[src/design/gmds_pkg.sv]
// ----------------------------------------------------------------------------
// Grid maze search package
// Shared types, sizes and move tables for the grid maze depth-first search.
// ----------------------------------------------------------------------------
package gmds_pkg;

  // Grid and stack sizes.
  localparam int GridDim    = 16;
  localparam int CoordW     = $clog2(GridDim);
  localparam int CellW      = 2 * CoordW;
  localparam int CellCount  = GridDim * GridDim;
  localparam int StackDepth = 256;
  localparam int StackAw    = $clog2(StackDepth);
  localparam int SpW        = StackAw + 1;
  localparam int DirW       = 3;
  localparam int StepW      = 10;
  localparam int ClrW       = CellW + 1;

  localparam logic [SpW-1:0]   StackFull = SpW'(StackDepth);
  localparam logic [StepW-1:0] StepMax   = '1;
  localparam logic [DirW-1:0]  DirDone   = DirW'(4);
  localparam logic [ClrW-1:0]  ClrLast   = ClrW'(CellCount - 1);
  localparam logic [ClrW-1:0]  ClrEnd    = ClrW'(CellCount);

  // Request codes.
  localparam logic ReqLoad  = 1'b0;
  localparam logic ReqSolve = 1'b1;

  // Result codes.
  localparam logic OutEscaped = 1'b0;
  localparam logic OutFailed  = 1'b1;

  // Row and column offsets for right, down, up, left, one bit wider than a
  // coordinate so that a step off either edge sets the top bit.
  localparam logic [CoordW:0] MoveRow [4] = '{
    (CoordW+1)'(0), (CoordW+1)'(1), '1, (CoordW+1)'(0)
  };
  localparam logic [CoordW:0] MoveCol [4] = '{
    (CoordW+1)'(1), (CoordW+1)'(0), (CoordW+1)'(0), '1
  };

  // Input transfer payload.
  typedef struct packed {
    logic              req_type;
    logic [CoordW-1:0] cell_row;
    logic [CoordW-1:0] cell_col;
    logic              is_wall;
    logic [CoordW-1:0] start_row;
    logic [CoordW-1:0] start_col;
    logic [CoordW-1:0] exit_row;
    logic [CoordW-1:0] exit_col;
  } in_item_t;

  // Output transfer payload.
  typedef struct packed {
    logic             outcome;
    logic [StepW-1:0] step_count;
  } out_item_t;

  // One entry of the cell memory.
  typedef struct packed {
    logic wall;
    logic visited;
  } cell_entry_t;

  // One entry of the backtrack stack.
  typedef struct packed {
    logic [CoordW-1:0] row;
    logic [CoordW-1:0] col;
    logic [DirW-1:0]   dir;
  } stack_entry_t;

  // Access request to the cell memory.
  typedef struct packed {
    logic             rd_en;
    logic [CellW-1:0] rd_addr;
    logic             wr_en;
    logic [CellW-1:0] wr_addr;
    cell_entry_t      wr_data;
  } cell_req_t;

  // Access request to the stack memory.
  typedef struct packed {
    logic               rd_en;
    logic [StackAw-1:0] rd_addr;
    logic               wr_en;
    logic [StackAw-1:0] wr_addr;
    stack_entry_t       wr_data;
  } stack_req_t;

endpackage

[src/design/gmds_cell_mem.sv]
// ----------------------------------------------------------------------------
// Grid maze cell memory
// One wall bit and one visited bit per grid cell, one write and one read
// port, read data registered.
// ----------------------------------------------------------------------------
module gmds_cell_mem (
  input  logic                   clk_i,
  input  gmds_pkg::cell_req_t    req_i,
  output gmds_pkg::cell_entry_t  rd_data_o
);

  gmds_pkg::cell_entry_t mem_q [gmds_pkg::CellCount];
  gmds_pkg::cell_entry_t rd_data_q;

  // Synchronous write and registered read.
  always_ff @(posedge clk_i) begin
    if (req_i.wr_en) begin
      mem_q[req_i.wr_addr] <= req_i.wr_data;
    end
    if (req_i.rd_en) begin
      rd_data_q <= mem_q[req_i.rd_addr];
    end
  end

  assign rd_data_o = rd_data_q;

endmodule

[src/design/gmds_stack_mem.sv]
// ----------------------------------------------------------------------------
// Grid maze backtrack stack memory
// Holds the cell and next direction of each level of the search path, one
// write and one read port, read data registered.
// ----------------------------------------------------------------------------
module gmds_stack_mem (
  input  logic                    clk_i,
  input  gmds_pkg::stack_req_t    req_i,
  output gmds_pkg::stack_entry_t  rd_data_o
);

  gmds_pkg::stack_entry_t mem_q [gmds_pkg::StackDepth];
  gmds_pkg::stack_entry_t rd_data_q;

  // Synchronous write and registered read.
  always_ff @(posedge clk_i) begin
    if (req_i.wr_en) begin
      mem_q[req_i.wr_addr] <= req_i.wr_data;
    end
    if (req_i.rd_en) begin
      rd_data_q <= mem_q[req_i.rd_addr];
    end
  end

  assign rd_data_o = rd_data_q;

endmodule

[src/design/grid_maze_dfs_search_unit.sv]
// ----------------------------------------------------------------------------
// Grid maze depth-first search unit
// Stores a 16 x 16 wall map and searches it depth first from a start cell
// toward an exit cell with a backtrack stack held in memory.
// ----------------------------------------------------------------------------
// After reset the unit clears the cell memory and takes no transfer during
// that time. A load transfer writes one wall bit. A solve transfer first
// sweeps the cell memory to clear the visited bits, then walks the maze:
// each probe of a neighbor inside the grid reads the cell memory and then
// decides, a probe off the grid or onto the exit needs no read, and an
// exhausted cell is followed by a pop of the stack. The result is then
// handed to the output register. One result transfer follows each solve.
// A new transfer is taken while the previous result still waits at the
// output.
// ----------------------------------------------------------------------------
module grid_maze_dfs_search_unit (
  input  logic                clk_i,
  input  logic                rst_ni,
  input  logic                in_valid_i,
  output logic                in_stall_o,
  input  gmds_pkg::in_item_t  in_data_i,
  output logic                out_valid_o,
  input  logic                out_stall_i,
  output gmds_pkg::out_item_t out_data_o
);

  typedef enum logic [6:0] {
    StWipe  = 7'b0000001,
    StIdle  = 7'b0000010,
    StClear = 7'b0000100,
    StProbe = 7'b0001000,
    StPop   = 7'b0010000,
    StCheck = 7'b0100000,
    StDone  = 7'b1000000
  } state_e;

  state_e                          state_q, state_d;
  logic [gmds_pkg::ClrW-1:0]       clr_q, clr_d;
  logic [gmds_pkg::CoordW-1:0]     cur_row_q, cur_row_d;
  logic [gmds_pkg::CoordW-1:0]     cur_col_q, cur_col_d;
  logic [gmds_pkg::DirW-1:0]       dir_q, dir_d;
  logic [gmds_pkg::SpW-1:0]        sp_q, sp_d;
  logic [gmds_pkg::StepW-1:0]      steps_q, steps_d;
  logic [gmds_pkg::CoordW-1:0]     start_row_q, start_row_d;
  logic [gmds_pkg::CoordW-1:0]     start_col_q, start_col_d;
  logic [gmds_pkg::CoordW-1:0]     exit_row_q, exit_row_d;
  logic [gmds_pkg::CoordW-1:0]     exit_col_q, exit_col_d;
  logic [gmds_pkg::CoordW-1:0]     nb_row_q, nb_row_d;
  logic [gmds_pkg::CoordW-1:0]     nb_col_q, nb_col_d;
  logic                            outcome_q, outcome_d;
  logic                            out_valid_q, out_valid_d;
  gmds_pkg::out_item_t             out_data_q, out_data_d;

  gmds_pkg::cell_req_t             cell_req;
  gmds_pkg::cell_entry_t           cell_rd;
  gmds_pkg::stack_req_t            stack_req;
  gmds_pkg::stack_entry_t          stack_rd;

  logic                            in_xfer;
  logic [gmds_pkg::CoordW:0]       nb_row_ext;
  logic [gmds_pkg::CoordW:0]       nb_col_ext;
  logic [gmds_pkg::StepW-1:0]      steps_inc;
  logic [gmds_pkg::CellW-1:0]      clr_wr_addr;

  gmds_cell_mem u_cell_mem (
    .clk_i     (clk_i),
    .req_i     (cell_req),
    .rd_data_o (cell_rd)
  );

  gmds_stack_mem u_stack_mem (
    .clk_i     (clk_i),
    .req_i     (stack_req),
    .rd_data_o (stack_rd)
  );

  assign in_stall_o = (state_q != StIdle);
  assign in_xfer    = in_valid_i && !in_stall_o;

  // Neighbor in the current direction; the top bit flags a step off the grid.
  assign nb_row_ext = {1'b0, cur_row_q} + gmds_pkg::MoveRow[dir_q[1:0]];
  assign nb_col_ext = {1'b0, cur_col_q} + gmds_pkg::MoveCol[dir_q[1:0]];

  // Saturating step counter increment.
  assign steps_inc = (steps_q == gmds_pkg::StepMax) ? steps_q
                                                    : steps_q + gmds_pkg::StepW'(1);

  // The visited sweep writes back the entry it read in the cycle before.
  assign clr_wr_addr = clr_q[gmds_pkg::CellW-1:0] - gmds_pkg::CellW'(1);

  // Search sequencer.
  always_comb begin
    state_d     = state_q;
    clr_d       = clr_q;
    cur_row_d   = cur_row_q;
    cur_col_d   = cur_col_q;
    dir_d       = dir_q;
    sp_d        = sp_q;
    steps_d     = steps_q;
    start_row_d = start_row_q;
    start_col_d = start_col_q;
    exit_row_d  = exit_row_q;
    exit_col_d  = exit_col_q;
    nb_row_d    = nb_row_q;
    nb_col_d    = nb_col_q;
    outcome_d   = outcome_q;
    out_valid_d = out_valid_q;
    out_data_d  = out_data_q;
    cell_req    = '0;
    stack_req   = '0;

    // The waiting result leaves on an output transfer.
    if (out_valid_q && !out_stall_i) begin
      out_valid_d = 1'b0;
    end

    case (state_q)
      StWipe: begin
        // Clear every cell after reset: no walls, nothing visited.
        cell_req.wr_en   = 1'b1;
        cell_req.wr_addr = clr_q[gmds_pkg::CellW-1:0];
        cell_req.wr_data = '0;
        if (clr_q == gmds_pkg::ClrLast) begin
          clr_d   = '0;
          state_d = StIdle;
        end else begin
          clr_d = clr_q + gmds_pkg::ClrW'(1);
        end
      end

      StIdle: begin
        if (in_xfer) begin
          if (in_data_i.req_type == gmds_pkg::ReqLoad) begin
            cell_req.wr_en           = 1'b1;
            cell_req.wr_addr         = {in_data_i.cell_row, in_data_i.cell_col};
            cell_req.wr_data.wall    = in_data_i.is_wall;
            cell_req.wr_data.visited = 1'b0;
          end else begin
            start_row_d = in_data_i.start_row;
            start_col_d = in_data_i.start_col;
            exit_row_d  = in_data_i.exit_row;
            exit_col_d  = in_data_i.exit_col;
            steps_d     = '0;
            clr_d       = '0;
            state_d     = StClear;
          end
        end
      end

      StClear: begin
        // Pipelined sweep: read one cell, write back the one before it with
        // its wall kept and only the start cell marked visited.
        if (clr_q != gmds_pkg::ClrEnd) begin
          cell_req.rd_en   = 1'b1;
          cell_req.rd_addr = clr_q[gmds_pkg::CellW-1:0];
        end
        if (clr_q != '0) begin
          cell_req.wr_en           = 1'b1;
          cell_req.wr_addr         = clr_wr_addr;
          cell_req.wr_data.wall    = cell_rd.wall;
          cell_req.wr_data.visited = (clr_wr_addr == {start_row_q, start_col_q});
        end
        if (clr_q == gmds_pkg::ClrEnd) begin
          clr_d = '0;
          if (start_row_q == exit_row_q && start_col_q == exit_col_q) begin
            outcome_d = gmds_pkg::OutEscaped;
            state_d   = StDone;
          end else begin
            cur_row_d = start_row_q;
            cur_col_d = start_col_q;
            dir_d     = '0;
            sp_d      = '0;
            state_d   = StProbe;
          end
        end else begin
          clr_d = clr_q + gmds_pkg::ClrW'(1);
        end
      end

      StProbe: begin
        if (dir_q == gmds_pkg::DirDone) begin
          // All directions tried: count the dead end and backtrack.
          steps_d = steps_inc;
          if (sp_q == '0) begin
            outcome_d = gmds_pkg::OutFailed;
            state_d   = StDone;
          end else begin
            sp_d              = sp_q - gmds_pkg::SpW'(1);
            stack_req.rd_en   = 1'b1;
            stack_req.rd_addr = sp_d[gmds_pkg::StackAw-1:0];
            state_d           = StPop;
          end
        end else if (nb_row_ext == {1'b0, exit_row_q} &&
                     nb_col_ext == {1'b0, exit_col_q}) begin
          // The exit is taken before any wall test.
          steps_d   = steps_inc;
          outcome_d = gmds_pkg::OutEscaped;
          state_d   = StDone;
        end else if (nb_row_ext[gmds_pkg::CoordW] || nb_col_ext[gmds_pkg::CoordW]) begin
          // Off the grid counts as a wall.
          dir_d = dir_q + gmds_pkg::DirW'(1);
        end else begin
          nb_row_d         = nb_row_ext[gmds_pkg::CoordW-1:0];
          nb_col_d         = nb_col_ext[gmds_pkg::CoordW-1:0];
          cell_req.rd_en   = 1'b1;
          cell_req.rd_addr = {nb_row_ext[gmds_pkg::CoordW-1:0],
                              nb_col_ext[gmds_pkg::CoordW-1:0]};
          state_d          = StCheck;
        end
      end

      StPop: begin
        cur_row_d = stack_rd.row;
        cur_col_d = stack_rd.col;
        dir_d     = stack_rd.dir;
        state_d   = StProbe;
      end

      StCheck: begin
        if (!cell_rd.wall && !cell_rd.visited) begin
          // Step onto the neighbor and remember where to resume here.
          cell_req.wr_en           = 1'b1;
          cell_req.wr_addr         = {nb_row_q, nb_col_q};
          cell_req.wr_data.wall    = 1'b0;
          cell_req.wr_data.visited = 1'b1;
          if (sp_q != gmds_pkg::StackFull) begin
            stack_req.wr_en       = 1'b1;
            stack_req.wr_addr     = sp_q[gmds_pkg::StackAw-1:0];
            stack_req.wr_data.row = cur_row_q;
            stack_req.wr_data.col = cur_col_q;
            stack_req.wr_data.dir = dir_q + gmds_pkg::DirW'(1);
            sp_d                  = sp_q + gmds_pkg::SpW'(1);
          end
          steps_d   = steps_inc;
          cur_row_d = nb_row_q;
          cur_col_d = nb_col_q;
          dir_d     = '0;
        end else begin
          dir_d = dir_q + gmds_pkg::DirW'(1);
        end
        state_d = StProbe;
      end

      StDone: begin
        // Hand the result to the output register once it is free.
        if (!out_valid_q || !out_stall_i) begin
          out_valid_d           = 1'b1;
          out_data_d.outcome    = outcome_q;
          out_data_d.step_count = steps_q;
          state_d               = StIdle;
        end
      end

      default: begin
        state_d = StIdle;
      end
    endcase
  end

  // Control registers.
  always_ff @(posedge clk_i or negedge rst_ni) begin
    if (!rst_ni) begin
      state_q     <= StWipe;
      clr_q       <= '0;
      sp_q        <= '0;
      steps_q     <= '0;
      dir_q       <= '0;
      out_valid_q <= 1'b0;
    end else begin
      state_q     <= state_d;
      clr_q       <= clr_d;
      sp_q        <= sp_d;
      steps_q     <= steps_d;
      dir_q       <= dir_d;
      out_valid_q <= out_valid_d;
    end
  end

  // Payload registers.
  always_ff @(posedge clk_i) begin
    cur_row_q   <= cur_row_d;
    cur_col_q   <= cur_col_d;
    start_row_q <= start_row_d;
    start_col_q <= start_col_d;
    exit_row_q  <= exit_row_d;
    exit_col_q  <= exit_col_d;
    nb_row_q    <= nb_row_d;
    nb_col_q    <= nb_col_d;
    outcome_q   <= outcome_d;
    out_data_q  <= out_data_d;
  end

  assign out_valid_o = out_valid_q;
  assign out_data_o  = out_data_q;

endmodule
[config.mk]
export PLATFORM = sky130hd
export DESIGN_NAME = grid_maze_dfs_search_unit
export DESIGN_NICKNAME = d
export VERILOG_FILES = /design/src/design/gmds_pkg.sv /design/src/design/gmds_cell_mem.sv /design/src/design/gmds_stack_mem.sv /design/src/design/grid_maze_dfs_search_unit.sv
export SDC_FILE = /design/constraint.sdc
export NUM_CORES = 2
export LEC_CHECK = 0
export ABC_AREA = 1
export BUFFER_PORTS_ARGS = -buffer_cell sky130_fd_sc_hd__buf_2
export CORE_ASPECT_RATIO = 0.7
export CORE_MARGIN = 2
export CORE_UTILIZATION = 45
export DETAILED_ROUTE_END_ITERATION = 6
export GPL_ROUTABILITY_DRIVEN = 1
export HOLD_SLACK_MARGIN = 0.1
export PLACE_DENSITY = 0.67
export SYNTH_ARGS = -nofsm -noshare
export SYNTH_HDL_FRONTEND = slang
export SYNTH_SLANG_ARGS = --single-unit
[constraint.sdc]
create_clock -name clk_i -period 25.9 [get_ports clk_i]
set_input_delay 2.59 -clock clk_i [delete_from_list [all_inputs] [get_ports clk_i]]
set_output_delay 2.59 -clock clk_i [all_outputs]
set_load 0.02 [all_outputs]
==> metrics <==
filler instances 26407; Post-synth top cells edfxtp_1, o211ai_1, nand3_1; Critical R2R Launch sp_q[0]; Final min period 7.86 ns; Placed Instances 14135; maximum fanout along the worst path 192; ys flop type edfxtp_1; CP max stage cell buf_4; sequential share of the synthesized area 71.7%; Die W 678 um; cell row count 173; status complete, but fails checks; Peak VDD IR 0.0000842 V; drt pass-1 iters 7; Core Footprint 317000 um2; antenna violations before repair 22; Skew-Pair Late Insertion Delay 0.89 ns; I/O Buffers 42; Critical Path AT 8.62 ns; Yosys cell types 60; CTS Root Cell clkbuf_16; Total Wirelength 391 mm; syn nets 10585; fin. max-slew vios 0; Crit Path Category reg -> reg; Post-synth EDFFs 3385; clock sink count 3424; H-tree depth reported by CTS 5; Final Hold Fails 0; P per Cell Area 75.1 nW/um2; final worst slack 18.04 ns; setup tns final 0 ns; failing checks design-rule violations, max-capacitance violations; WP buf/inv 5; CP Launch Type flip-flop; flop2flop setup slack 18.04 ns; area post-placement 147000 um2; fin area 157000 um2; CTS Hold Buffers Added 0; area share of the largest cell type after synthesis 71.0%; Max stage delay on crit path 0.74 ns; Initial Util 45.2%; Iter 0 DRT Violations 13787; total number of vias 89521; top-count cell post-synth edfxtp_1; Worst Setup End Kind flip-flop; area grow syn2layout 9.44%; Synth area leaders edfxtp_1, o211ai_1, nand3_1, or2_2, mux2i_1; Worst path most repeated cell nand2_1; CTS tree built; global-route wire length before repair 568 mm; post-route insts no fill 14724; Post-DRT Antenna Nets 0; Die Y 476 um; warnings from Yosys 0; Remaining DRCs 1; max cap viols 1; die area 323000 um2; Largest delay share family, worst path buffers and inverters; largest net degree at the start of global routing 257; area leader, netlist edfxtp_1; fraction of layout cells with a size suffix above 1 15.2%; syn_area_per_cell 13.6 um2; Fmax 0.127 GHz; vias per cell 6.08; area of the multi-input gates 36300 um2; post-place setup slack 18.27 ns; maximum root-to-sink buffer count 4; vias in the first global route 84463; gr usage total 23.4%; synthesized flop and latch total 3424; area of the mapped netlist 143000 um2; clock-pin slew on the worst setup and hold paths 0.07 ns; Req. time, crit path 26.66 ns; Leakage 0.0476 uW; # setup viols final 0; Worst Setup SP sp_q[0]; Worst slew margin 2.22%; total grt overflow 0; Worst Hold Launch steps_q[5]; Period Utilization, post-route 30.4%; CTS buffer count 323; cell count after synthesis 10539; post-CTS resize count 0; gpl congestion 0.912; Final Net Count 10308; routed length per instance 26.5 um; post-CTS setup buffer count 0; worst slew pin tran 1.46 ns; Register Area 103000 um2; unrepaired setup endpoints after global routing no; clk_skew 0.0460 ns; CP cell instances clkinv_1 > ha_1 > nand2_1 > nor2_2 > nand2_1 > nand2_2 > nor2_8 > nand2_8 > inv_16 > buf_12 > buf_12 > buf_4 > o211ai_1 > o21ai_0 > o211ai_1 > nand3_1 > nand3_1 > a21oi_1 > o21ai_1 > nand2_1; Async SR Flop Fraction 1.14%; hpwl dp 214 mm; Hold/Removal Path Class reg -> reg; I/O pin cnt 43
placed cells by master (no fill, tap or decap), types with 9 or more instances in the layout:
| master | Yosys | final |
|---|---|---|
| clkbuf_16 | 0 | 330 |
| clkinvlp_4 | 0 | 11 |
| nand2_1 | 765 | 751 |
| nand2_2 | 6 | 15 |
| inv_1 | 207 | 207 |
| mux2i_1 | 318 | 318 |
| buf_4 | 59 | 108 |
| clkinv_1 | 5 | 75 |
| or2_2 | 881 | 881 |
| nand3_1 | 1171 | 1169 |
| or2_0 | 208 | 208 |
| clkbuf_1 | 405 | 62 |
| ha_1 | 16 | 16 |
| nor2_2 | 4 | 9 |
| bufinv_16 | 0 | 22 |
| nand3b_1 | 55 | 55 |
| o211ai_1 | 1411 | 1411 |
| nor3_1 | 27 | 26 |
| o21ai_1 | 22 | 23 |
| nor2_4 | 2 | 17 |
| o21ai_0 | 433 | 429 |
| clkinv_2 | 0 | 66 |
| buf_2 | 212 | 42 |
| inv_2 | 16 | 13 |
| nor2_1 | 620 | 600 |
| xor2_1 | 14 | 14 |
| nand4_1 | 13 | 13 |
| a21oi_1 | 62 | 62 |
| dfrtp_1 | 38 | 38 |
| edfxtp_1 | 3385 | 3385 |
| buf_12 | 0 | 25 |
flip-flops by register name (all words and copies together) (netlist names):
register	flops
clr_q	9
cur_col_q	4
cur_row_q	4
dir_q	3
exit_col_q	4
exit_row_q	4
nb_col_q	4
nb_row_q	4
out_data_o	11
out_valid_o	1
outcome_q	1
sp_q	9
start_col_q	4
start_row_q	4
state_q	7
steps_q	10
u_cell_mem.mem_q	512
u_cell_mem.rd_data_o	2
u_stack_mem.mem_q	2816
u_stack_mem.rd_data_o	11
final timing paths:
kind                                            end  cells past startpoint
max                        u_stack_mem.rd_data_o[7]                     20
min                                   out_data_o[5]                      0
max reg2reg                u_stack_mem.rd_data_o[7]                     20
min reg2reg                           out_data_o[5]                      0
max in group asynchronous                  dir_q[1]                      1
min in group asynchronous                steps_q[8]                      1
where the power goes:
group	switching, uW	internal, uW
Sequential	54.2	6110
Clock	2060	2570
Combinational	729	238
area by class of cell:
class | instances | area share, %
diodes | 7 | 0.0112
clock buffers | 395 | 5.44
clock inverters | 185 | 0.984
inverters | 230 | 0.573
multi-input cells | 6106 | 23.2
flip-flops and latches | 3424 | 65.5
well taps | 4200 | 3.35
repair buffers | 177 | 0.985
cell families after synthesis:
group / synth area share, %
DFF: 71.7
muxes: 2.22
AOI/OAI and AO/OA: 9.44
adders and majority gates: 0.140
and+or+nand+nor: 13.2
xor gates and xnor gates: 0.116
buffers and inverters: 3.21
layer usage:
| layer | vias up | track usage [%] | share of wire, % |
|---|---|---|---|
| met5 | - | 0 | 0.015 |
| met4 | 8 | 6.52 | 2.8 |
| met3 | 641 | 5.98 | 12 |
| met2 | 5050 | 33.2 | 42 |
| met1 | 44688 | 35.7 | 43 |
| li1 | 39134 | - | - |
stage by stage:
stage,hold slack [ns],power [uW],utilization [%]
floorplan,0.400,6910,-
global placement,0.449,7200,46.2
detailed placement,0.462,7220,46.2
CTS,0.483,11800,49.4
global route,0.494,12100,49.4
finish,0.478,11800,49.4
Note: power is estimated with default switching activity, not from simulation.
